==> src/sv/lkx_pkg.sv <==
// ----------------------------------------------------------------------------
// lkx_pkg
// Shared constants and the character map of the LCG key XOR stream cipher.
// ----------------------------------------------------------------------------
package lkx_pkg;

  localparam int unsigned KeyLengthDefault = 32;

  localparam logic [31:0] LcgMul = 32'd214013;
  localparam logic [31:0] LcgAdd = 32'd2531011;

  localparam int unsigned CharsetSize = 61;

  // floor(r * RecipMul / 2^RecipShift) == floor(r / 61) for every 15-bit r
  localparam logic [15:0] RecipMul   = 16'd34380;
  localparam int unsigned RecipShift = 21;

  localparam logic [5:0] LowerBase = 6'd0;
  localparam logic [5:0] UpperBase = 6'd26;
  localparam logic [5:0] DigitBase = 6'd52;

  function automatic logic [6:0] charset_lookup(input logic [5:0] idx);
    logic [7:0] code;
    code = 8'h00;
    priority if (idx < UpperBase) begin
      code = 8'h61 + {2'b00, idx - LowerBase};
    end else if (idx < DigitBase) begin
      code = 8'h41 + {2'b00, idx - UpperBase};
    end else if (idx < 6'(CharsetSize)) begin
      code = 8'h31 + {2'b00, idx - DigitBase};
    end else begin
      code = 8'h00;
    end
    return code[6:0];
  endfunction

endpackage

==> src/sv/lcg_key_xor_stream_cipher.sv <==
// ----------------------------------------------------------------------------
// lcg_key_xor_stream_cipher
// Repeating-key XOR stream cipher; the key is drawn from a seeded LCG.
// ----------------------------------------------------------------------------
// One byte per cycle unless the output stalls; each byte passes registers s1,
// s2 and out_data_q. The LCG recurrence is registered at accept; the key
// character is formed in a two-stage modulo/charset pipe, or read from the key
// memory once the key is complete (one read and one write port, forwarding
// from in-flight writes). A stalled output holds the whole pipe. tuser marks
// the first byte of a message, which reloads the LCG from the seed register.
// ----------------------------------------------------------------------------
module lcg_key_xor_stream_cipher
  import lkx_pkg::*;
#(
  parameter int unsigned KEY_LENGTH = KeyLengthDefault
) (
  input  logic        clk_i,
  input  logic        rst_ni,
  input  logic        cfg_we_i,
  input  logic [31:0] cfg_wdata_i,    // seed
  input  logic        s_axis_tvalid,
  output logic        s_axis_tready,
  input  logic [7:0]  s_axis_tdata,   // [7:0] data_in
  input  logic [0:0]  s_axis_tuser,   // [0] start_req
  output logic        m_axis_tvalid,
  input  logic        m_axis_tready,
  output logic [15:0] m_axis_tdata    // [7:0] data_out, [14:8] key_char
);

  localparam int unsigned AW = (KEY_LENGTH > 1) ? $clog2(KEY_LENGTH) : 1;

  typedef struct packed {
    logic          valid;
    logic          gen;
    logic [AW-1:0] pos;
    logic [7:0]    data;
    logic          hit1;
    logic          hit2;
    logic [6:0]    fwd;
  } s1_t;

  typedef struct packed {
    logic          valid;
    logic          gen;
    logic [AW-1:0] pos;
    logic [7:0]    data;
    logic [6:0]    key;
  } s2_t;

  logic [31:0]   seed_q;
  logic [31:0]   lcg_q, lcg_d;
  logic [AW-1:0] pos_q, pos_d;
  logic          cpl_q, cpl_d;
  logic [31:0]   cur_state;
  logic [AW-1:0] cur_pos;
  logic          cur_cpl;
  logic [AW:0]   pos_inc;
  logic          adv, acc;
  s1_t           s1_q, s1_d;
  s2_t           s2_q, s2_d;
  logic [6:0]    gen_char;
  logic [6:0]    s2_char;
  logic [6:0]    s1_key;
  logic          out_valid_q;
  logic [15:0]   out_data_q;
  logic [31:0]   st_q;
  logic [6:0]    key_mem [KEY_LENGTH];
  logic [6:0]    rdata_q;

  assign adv           = !out_valid_q || m_axis_tready;
  assign s_axis_tready = adv;
  assign acc           = adv && s_axis_tvalid;

  always_ff @(posedge clk_i or negedge rst_ni) begin
    if (!rst_ni) begin
      seed_q <= '0;
    end else if (cfg_we_i) begin
      seed_q <= cfg_wdata_i;
    end
  end

  // Restart on start_req, then advance or reuse.
  always_comb begin
    cur_state = s_axis_tuser[0] ? seed_q : lcg_q;
    cur_pos   = s_axis_tuser[0] ? '0 : pos_q;
    cur_cpl   = s_axis_tuser[0] ? 1'b0 : cpl_q;
    pos_inc   = {1'b0, cur_pos} + (AW+1)'(1);
    lcg_d     = cur_cpl ? cur_state : cur_state * LcgMul + LcgAdd;
    if (pos_inc >= (AW+1)'(KEY_LENGTH)) begin
      pos_d = '0;
      cpl_d = 1'b1;
    end else begin
      pos_d = pos_inc[AW-1:0];
      cpl_d = cur_cpl;
    end
  end

  always_ff @(posedge clk_i or negedge rst_ni) begin
    if (!rst_ni) begin
      lcg_q <= '0;
      pos_q <= '0;
      cpl_q <= 1'b0;
    end else if (acc) begin
      lcg_q <= lcg_d;
      pos_q <= pos_d;
      cpl_q <= cpl_d;
    end
  end

  always_comb begin
    s1_d       = '0;
    s1_d.valid = acc;
    s1_d.gen   = !cur_cpl;
    s1_d.pos   = cur_pos;
    s1_d.data  = s_axis_tdata;
    s1_d.hit1  = s1_q.valid && s1_q.gen && (s1_q.pos == cur_pos);
    s1_d.hit2  = s2_q.valid && s2_q.gen && (s2_q.pos == cur_pos);
    s1_d.fwd   = s2_char;
  end

  always_ff @(posedge clk_i) begin
    if (adv) begin
      st_q <= lcg_d;
    end
  end

  lkx_char_map u_char_map (
    .clk_i   (clk_i),
    .en_i    (adv),
    .state_i (st_q),
    .char_o  (gen_char)
  );

  always_ff @(posedge clk_i) begin
    if (adv) begin
      rdata_q <= key_mem[cur_pos];
      if (s2_q.valid && s2_q.gen) begin
        key_mem[s2_q.pos] <= s2_char;
      end
    end
  end

  // Forward from younger writer first.
  always_comb begin
    priority if (s1_q.hit1) begin
      s1_key = s2_char;
    end else if (s1_q.hit2) begin
      s1_key = s1_q.fwd;
    end else begin
      s1_key = rdata_q;
    end
    s2_d       = '0;
    s2_d.valid = s1_q.valid;
    s2_d.gen   = s1_q.gen;
    s2_d.pos   = s1_q.pos;
    s2_d.data  = s1_q.data;
    s2_d.key   = s1_key;
  end

  assign s2_char = s2_q.gen ? gen_char : s2_q.key;

  always_ff @(posedge clk_i or negedge rst_ni) begin
    if (!rst_ni) begin
      s1_q        <= '0;
      s2_q        <= '0;
      out_valid_q <= 1'b0;
    end else if (adv) begin
      s1_q        <= s1_d;
      s2_q        <= s2_d;
      out_valid_q <= s2_q.valid;
    end
  end

  always_ff @(posedge clk_i) begin
    if (adv) begin
      out_data_q <= {1'b0, s2_char, s2_q.data ^ {1'b0, s2_char}};
    end
  end

  assign m_axis_tvalid = out_valid_q;
  assign m_axis_tdata  = out_data_q;

endmodule

==> src/sv/lkx_char_map.sv <==
// ----------------------------------------------------------------------------
// lkx_char_map
// Two-stage map from a generator state to a key character: bits 30..16 are
// reduced modulo 61 by a reciprocal multiply, then looked up in the charset.
// ----------------------------------------------------------------------------
module lkx_char_map
  import lkx_pkg::*;
(
  input  logic        clk_i,
  input  logic        en_i,
  input  logic [31:0] state_i,
  output logic [6:0]  char_o
);

  logic [14:0] rnd;
  logic [30:0] prod;
  logic [14:0] rnd_q;
  logic [9:0]  quot_q;
  logic [15:0] quot_x61;
  logic [14:0] rem;

  assign rnd  = state_i[30:16];
  assign prod = 31'({16'd0, rnd} * {15'd0, RecipMul});

  always_ff @(posedge clk_i) begin
    if (en_i) begin
      rnd_q  <= rnd;
      quot_q <= prod[RecipShift +: 10];
    end
  end

  assign quot_x61 = 16'({6'd0, quot_q} * 16'(CharsetSize));
  assign rem      = rnd_q - quot_x61[14:0];
  assign char_o   = charset_lookup(rem[5:0]);

endmodule

==> config.mk <==
export PLATFORM = sky130hd
export DESIGN_NAME = lcg_key_xor_stream_cipher
export DESIGN_NICKNAME = d
export VERILOG_FILES = /design/src/sv/lkx_pkg.sv /design/src/sv/lcg_key_xor_stream_cipher.sv /design/src/sv/lkx_char_map.sv
export SDC_FILE = /design/constraint.sdc
export NUM_CORES = 1
export LEC_CHECK = 0
export ABC_AREA = 1
export BUFFER_PORTS_ARGS = -buffer_cell sky130_fd_sc_hd__buf_2
export CORE_AREA = 2 2 333 335
export DETAILED_ROUTE_END_ITERATION = 6
export DIE_AREA = 0 0 335 337
export GPL_ROUTABILITY_DRIVEN = 0
export SLEW_MARGIN = 20
export SYNTH_ARGS = -nofsm -noshare
export SYNTH_HDL_FRONTEND = slang
export SYNTH_SLANG_ARGS = --single-unit
==> constraint.sdc <==
create_clock -name clk_i -period 8.51 [get_ports clk_i]
set_input_delay 1.2765 -clock clk_i [delete_from_list [all_inputs] [get_ports clk_i]]
set_output_delay 1.2765 -clock clk_i [all_outputs]
set_load 0.05 [all_outputs]
==> metrics.txt, run 1 <==
status=finished, final reports clean; Tcrit/Tclk final=89.2%; Clk Latency, worst-skew pair=600 ps; clock root buffer master=clkbuf_16; Setup crit start kind=input port; commonest cells after routing, fill and taps aside=inv_1 (538), nand2_1 (366), edfxtp_1 (273); reg2reg start=lcg_q[9]; CTS H-tree depth=2; largest net degree at the start of global routing=81; # port buffers=61; setup_tns=0 ps; CP required=8970 ps; Num Clock Sinks=388; setup slack, reg-to-reg=1600 ps; #FFs+latches synth=388; CTS Buf Count=42; number of flops mapped to enable cells by yosys=273; Final Hold Violating Endpoints=0; Final Core Density=27.9%; die height=337 microns; IO Pins=64; total track usage=11.5%; Layout Skew=55.6 ps; Max Fclk=132 MHz; first-pass GRT wire length=104000 microns; Synth Instances=2736; Total Wirelength=64500 microns; most frequent CP cell=fa_1; nets=3302; commonest non-fill, non-tap cell in the layout=inv_1; worst-margin pin slew=1080 ps; diode count=0; Hold Path End=m_axis_tdata[7]; CP max stage delay=570 ps; asr flop ratio synth=29.6%; WP data arrival=8040 ps; Cells on Worst Hold Path=0; max-cap violation count=0; RSZ-0062 raised after global routing=no; clk slew on worst S/H paths=50 ps; vias in the first global route=18900; final setup violation count=0; hold_buf cts=0; Tmin final=7590 ps; Die W=335 microns; Core Box Area=110000 sq um; CTS resizes=0; Yosys cell types=52; mean routed wirelength per cell=15.2 microns; worst hold path type=flip-flop to flip-flop; die area=113000 sq um; ANT nets after route=0; CTS tree=built; DP Wirelength=46600 microns; initial DRC count=1215; Hold Startpoint=s2_q[14]; postcts setup bufs=0; Setup CP Type=input port to flip-flop; total nets after synthesis=3247; Syn Area/Cell=9.93 sq um; DRT Pass-1 Iters=7; vias per cell=4.38; max-slew violation count=0; crit-path max FO=30; prevailing post-synth register cell=edfxtp_1; Worst path slowest cell=o21ai_0; proportion of layout cells with a drive suffix above 1=6.58%; post-route DRC violation count=0; Mapped Area=27200 sq um; Max-slew headroom=28.0%; Area Overhead vs Synth=12.6%; CP Capture Type=flip-flop; worst r2r path cells=25; GRT overflow=0; initial antenna violation count=1; Rows=122; DR vias=18600; initial core utilization=24.8%; R2R Path End=lcg_q[28]; clock buffer depth=3; Seq/Total Area, Yosys=40.8%; Ys Warns=0
==> worst max-delay path, delay by kind of cell <==
kind	cells	cell delay, ps
compound gates	3	770
fa+ha+maj	7	3410
simple gates	10	1670
buf+inv	6	870
==> how the worst max path moves through the flow <==
| stage | from | end | slack, ps | cells past startpoint |
|---|---|---|---|---|
| CTS | s_axis_tuser | st_q[28] | 980 | 25 |
| detailed placement | s_axis_tuser | st_q[28] | 430 | 25 |
| floorplan | s_axis_tuser | st_q[29] | 940 | 23 |
| finish | s_axis_tuser | lcg_q[28] | 920 | 26 |
| global placement | s_axis_tuser | st_q[28] | 440 | 25 |
| global route | s_axis_tuser | lcg_q[28] | 460 | 27 |
==> synthesized netlist by cell type (3+ instances only) <==
master	count	area (sq um)
a21boi_0	4	30.0
a21o_1	11	82.6
xor2_1	44	385
clkinv_1	3	11.3
nand2_2	3	18.8
nand2_1	367	1380
edfxtp_1	273	8200
ha_1	253	3170
mux2i_1	3	30.0
clkbuf_1	65	244
buf_1	3	11.3
a31oi_1	13	81.3
fa_1	212	4240
o21bai_1	5	37.5
o21ai_0	250	1250
mux2_2	7	78.8
a211oi_1	3	22.5
dfrtp_1	115	2880
xnor2_1	25	219
or2_2	6	37.5
nand3_2	4	40.0
o22ai_1	38	238
buf_2	10	50.1
nor3_1	5	25.0
inv_1	540	2030
nor2_1	216	811
nand3b_1	3	22.5
nand3_1	85	425
o21a_1	4	30.0
and2_1	4	25.0
o221ai_1	28	245
a21oi_1	71	355
o21ai_1	6	30.0
o211ai_1	32	240
nand4_1	4	25.0
==> area by class of cell <==
class,count,area (sq um)
Sequential cell,388,11100
Timing Repair Buffer,92,544
Fill cell,11500,79000
Multi-Input combinational cell,1724,13800
Clock inverter,27,302
Inverter,543,2040
Tap cell,1426,1780
Clock buffer,51,1080
==> flip-flops by register name, summed over array words and instances (netlist names) <==
| register | cells |
|---|---|
| seed_q | 31 |
| key_mem | 224 |
| m_axis_tvalid | 1 |
| cpl_q | 1 |
| s1_q | 24 |
| pos_q | 5 |
| lcg_q | 31 |
| rdata_q | 7 |
| s2_q | 22 |
| m_axis_tdata | 15 |
| u_char_map.rnd_q | 6 |
| u_char_map.quot_q | 6 |
| st_q | 15 |
==> per-layer routing <==
metal  share of wire, %  wire length (microns)  global-route usage (%)  vias to the layer above
met4                3.2                   2070                    4.15                        0
met5                  0                      0                       0                        -
met3                4.1                   2650                    1.07                       89
li1                   -                      -                       -                     9049
met2                 48                  30600                    19.7                      400
met1                 45                  29100                    15.3                     9087
==> stage by stage <==
stage	instances	area, sq um	hold WS (ps)	setup slack (ps)
3_3_place_gp	4173	29200	434	441
4_1_cts	4251	30600	462	982
6_report	4251	30600	456	923
3_5_place_dp	4173	29200	454	432
2_1_floorplan	2736	27200	425	943
5_1_grt	4251	30600	482	459
==> logic make-up (layout without fill, tap and decap cells) <==
kind of cell               Yosys count  count (layout)  share of synthesized area [%]
adders and majority gates          465             465                           27.3
AOI/OAI and AO/OA                  474             474                           10.0
other                                1               1                         0.0138
DFF                                388             388                           40.8
buffers and inverters              624             713                           8.72
and+or+nand+nor                    704             704                           10.5
muxes                               10              10                          0.401
xor gates and xnor gates            70              70                           2.28
Power of run 1 is left out: the tool's default activity adds up to more than one toggle a clock period on the data nets, which glitch-free logic cannot reach.
==> run 2, diff against run 1 <==
Settings changed: CTS_BUF_LIST set to sky130_fd_sc_hd__clkbuf_16.
==> run 2 against run 1 <==
Effect of this change: non-clock buffer count is the same; cell area stayed put; critical path type unchanged; worst hold slack barely moved; sequential cell count unchanged; via count about the same; critical endpoint unchanged; highest routed layer unchanged; first-iteration DRC count down 0.33%.
==> metrics.txt, run 2 (synthesis results as in run 1) <==
status=finished, final reports clean; hold slack=456 ps; nets=3302; setup slack, reg-to-reg=1600 ps; register with the most flip-flops=key_mem; DP Wirelength=46600 microns; max-slew violation count=0; worst hold path type=flip-flop to flip-flop; total track usage=11.5%; setup_tns=0 ps; final setup violation count=0; sequential cell area=11100 sq um; worst-margin pin slew=1080 ps; vias per cell=4.38; Tmin final=7590 ps; Setup crit start kind=input port; Layout fillers=11500; postcts setup bufs=0; clk slew on worst S/H paths=50 ps; hold_buf cts=0; Clk Latency, worst-skew pair=600 ps; Rows=122; number of flip-flops in the largest register=224; initial core utilization=24.8%; CTS H-tree depth=2; Tcrit/Tclk final=89.1%; first-pass GRT wire length=104000 microns; crit-path max FO=30; area of placed instances=29200 sq um; Total Wirelength=64400 microns; Num Clock Sinks=388; CTS Buf Count=42; DRT Pass-1 Iters=5; Die W=335 microns; initial antenna violation count=1; clock buffer depth=3; IO Pins=64; clock root buffer master=clkbuf_16; proportion of layout cells with a drive suffix above 1=6.58%; GRT overflow=0; Largest regs=key_mem: 224 flops, lcg_q: 31 flops, seed_q: 31 flops; CP Capture Type=flip-flop; Max Fclk=132 MHz; vias in the first global route=18900; ANT nets after route=0; CTS resizes=0; CP required=8970 ps; commonest cells after routing, fill and taps aside=inv_1 (547), nand2_1 (366), edfxtp_1 (273); post-route DRC violation count=0; Core Box Area=110000 sq um; Layout Skew=55.6 ps; Final Hold Violating Endpoints=0; max-cap violation count=0; multi-input gate area in the final layout=13800 sq um; largest net degree at the start of global routing=81; die height=337 microns; die area=113000 sq um; Finished Cell Area=30600 sq um; mean routed wirelength per cell=15.2 microns; Max-slew headroom=27.9%; Area Overhead vs Synth=12.6%; WP data arrival=8040 ps; RSZ-0062 raised after global routing=no; initial DRC count=1211; DR vias=18600; # port buffers=61; diode count=0; CTS tree=built; Setup CP Type=input port to flip-flop; commonest non-fill, non-tap cell in the layout=inv_1
==> run 2: cell type report <==
cell class	instances	share of cell area, %
clock buffers	42	3.44
inverters	543	6.67
repair buffers	92	1.78
well taps	1426	5.83
multi-input cells	1724	45.0
flip-flops and latches	388	36.2
clock inverters	36	1.10
==> run 2: worst paths after layout <==
check | from | to | cells past startpoint
worst min register to register | s2_q[14] | m_axis_tdata[7] | 0
worst max register to register | lcg_q[9] | lcg_q[28] | 25
min in group asynchronous | rst_ni | seed_q[15] | 1
max in group asynchronous | rst_ni | s1_q[7] | 2
worst max-delay path | s_axis_tuser | lcg_q[28] | 26
worst min-delay path | s2_q[14] | m_axis_tdata[7] | 0
==> run 2: through the flow <==
stage / cells / setup WS [ps] / util (%)
detailed placement: 4173 / 432 / 26.6
finish: 4251 / 924 / 27.9
global placement: 4173 / 441 / 26.6
global route: 4251 / 459 / 27.9
floorplan: 2736 / 943 / -
CTS: 4251 / 982 / 27.9
==> run 2: critical path, stage by stage <==
cell      delay (ps)
buf_2            300
o21ai_0          570
inv_1            280
fa_1             540
inv_1            150
fa_1             450
fa_1             540
fa_1             520
inv_1             50
fa_1             470
inv_1             50
fa_1             530
inv_1             40
ha_1             360
nand2_1          160
nor2_1           150
nor3b_1          430
nand3_1          130
nand3_1          160
nand3_1           90
nand2_1           90
a21boi_0         100
or2_2            280
nand3_1          100
nand3_1           80
o21ai_0          100
==> run 2: metal layers <==
metal,track usage [%],wire length [microns]
met1,15.3,29000
met3,1.07,2720
met5,0,0
met2,19.7,30600
met4,4.15,2080
Power of run 2 is left out for the same reason.
==> run 3, diff against run 2 <==
Settings changed: CORE_AREA 2 2 333 335 to 2 2 282 396, DIE_AREA 0 0 335 337 to 0 0 284 398.
==> run 3 against run 2 <==
Effect of this change: cell area barely moved; final cell count grew 0.68%; core utilization barely moved; critical endpoint is now st_q[30]; largest cell class unchanged.
==> metrics.txt, run 3 (synthesis results as in run 1) <==
CP top delay family=adder cells; Total Wirelength=65700 microns; Worst path slowest cell=fa_1; critical path depth in cells=26; most frequent CP cell=inv_1; GRT overflow=0; initial DRC count=877; clk slew on worst S/H paths=60 ps; Num Clock Sinks=388; CP max stage delay=580 ps; worst r2r path cells=25; worst path bufs/invs=8; Largest regs=key_mem: 224 flops, lcg_q: 31 flops, seed_q: 31 flops; multi-input gate area in the final layout=13800 sq um; number of flip-flops in the largest register=224; Die W=284 microns; DR vias=18600; DP Wirelength=49700 microns; Rows=144; commonest non-fill, non-tap cell in the layout=inv_1; WP data arrival=7820 ps; Max-slew headroom=28.3%; commonest cells after routing, fill and taps aside=inv_1 (545), nand2_1 (365), edfxtp_1 (273); hold_buf cts=0; CTS H-tree depth=2; CTS Buf Count=42; initial antenna violation count=4; Finished Cell Area=30600 sq um; post-route DRC violation count=0; ANT nets after route=0; IO Pins=64; Setup crit start kind=input port; initial core utilization=24.8%; Max Fclk=134 MHz; first-pass GRT wire length=105000 microns; max-slew violation count=0; worst-margin pin slew=1070 ps; Cells on Worst Hold Path=0; CTS tree=built; crit-path max FO=22; status=finished, final reports clean; Area Overhead vs Synth=12.6%; CP required=8850 ps; register with the most flip-flops=key_mem; clock root buffer master=clkbuf_16; clock buffer depth=3; area of placed instances=29200 sq um; die area=113000 sq um; total track usage=11.7%; setup_tns=0 ps; nets=3299; final setup violation count=0; # port buffers=61; max-cap violation count=0; Tmin final=7470 ps; Tcrit/Tclk final=87.8%; Layout fillers=11500; CP Capture Type=flip-flop; sequential cell area=11100 sq um; Core Box Area=110000 sq um; diode count=0; CTS resizes=0; vias per cell=4.34; postcts setup bufs=0; Setup CP Type=input port to flip-flop; vias in the first global route=19400; DRT Pass-1 Iters=6; Final Hold Violating Endpoints=0; Clk Latency, worst-skew pair=600 ps; worst hold path type=flip-flop to flip-flop; Layout Skew=38.0 ps; largest net degree at the start of global routing=94; hold slack=455 ps; RSZ-0062 raised after global routing=no; mean routed wirelength per cell=15.3 microns; proportion of layout cells with a drive suffix above 1=6.60%; die height=398 microns
run 3: cell count changes in the layout (fill, tap and decap cells not counted), moves of 2 or more:
| cell | before | now |
|---|---|---|
| buf_4 | 31 | 28 |
| clkinv_1 | 11 | 9 |
| clkinv_2 | 6 | 4 |
| clkinv_4 | 6 | 1 |
| clkinvlp_4 | 0 | 4 |
| inv_1 | 547 | 545 |
| inv_6 | 0 | 3 |
| inv_8 | 0 | 2 |
| o21ai_0 | 249 | 247 |
| o21ai_1 | 6 | 8 |
run 3: final cells by class:
class                   instances  area share (%)
repair buffers                 89            1.71
multi-input cells            1724            45.0
flip-flops and latches        388            36.2
clock inverters                34            1.05
clock buffers                  42            3.43
inverters                     543            6.67
well taps                    1460            5.97
run 3: stage by stage:
stage / setup slack, ps / cells / utilization (%)
finish: 1040 / 4280 / 27.9
global route: 663 / 4280 / 27.9
CTS: 1010 / 4280 / 27.9
detailed placement: 379 / 4204 / 26.7
global placement: 426 / 4204 / 26.7
floorplan: 943 / 2736 / -
run 3: final timing paths:
kind                       slack [ps]          from               to
min reg2reg                       460      s2_q[14]  m_axis_tdata[7]
max reg2reg                      1710     lcg_q[10]        lcg_q[28]
max                              1040  s_axis_tuser         st_q[30]
min in group asynchronous         680        rst_ni        seed_q[5]
min                               460      s2_q[14]  m_axis_tdata[7]
max in group asynchronous        6640        rst_ni         s1_q[15]
run 3: worst reg2reg max path, delay by kind of cell (launching register included):
kind,cells,cell delay (ps)
simple gates,10,1610
buf+inv,5,630
fa+ha+maj,7,3370
compound gates,3,730
flops,1,400
run 3: layer usage:
metal  part of all wire, %  GRT usage [%]  vias up
li1                      -              -     9038
met2                    52           22.1      286
met4                   4.1           5.04        6
met3                   3.2           1.41      117
met1                    41           13.3     9120
met5                 0.058              0        -
Power of run 3 is left out for the same reason.
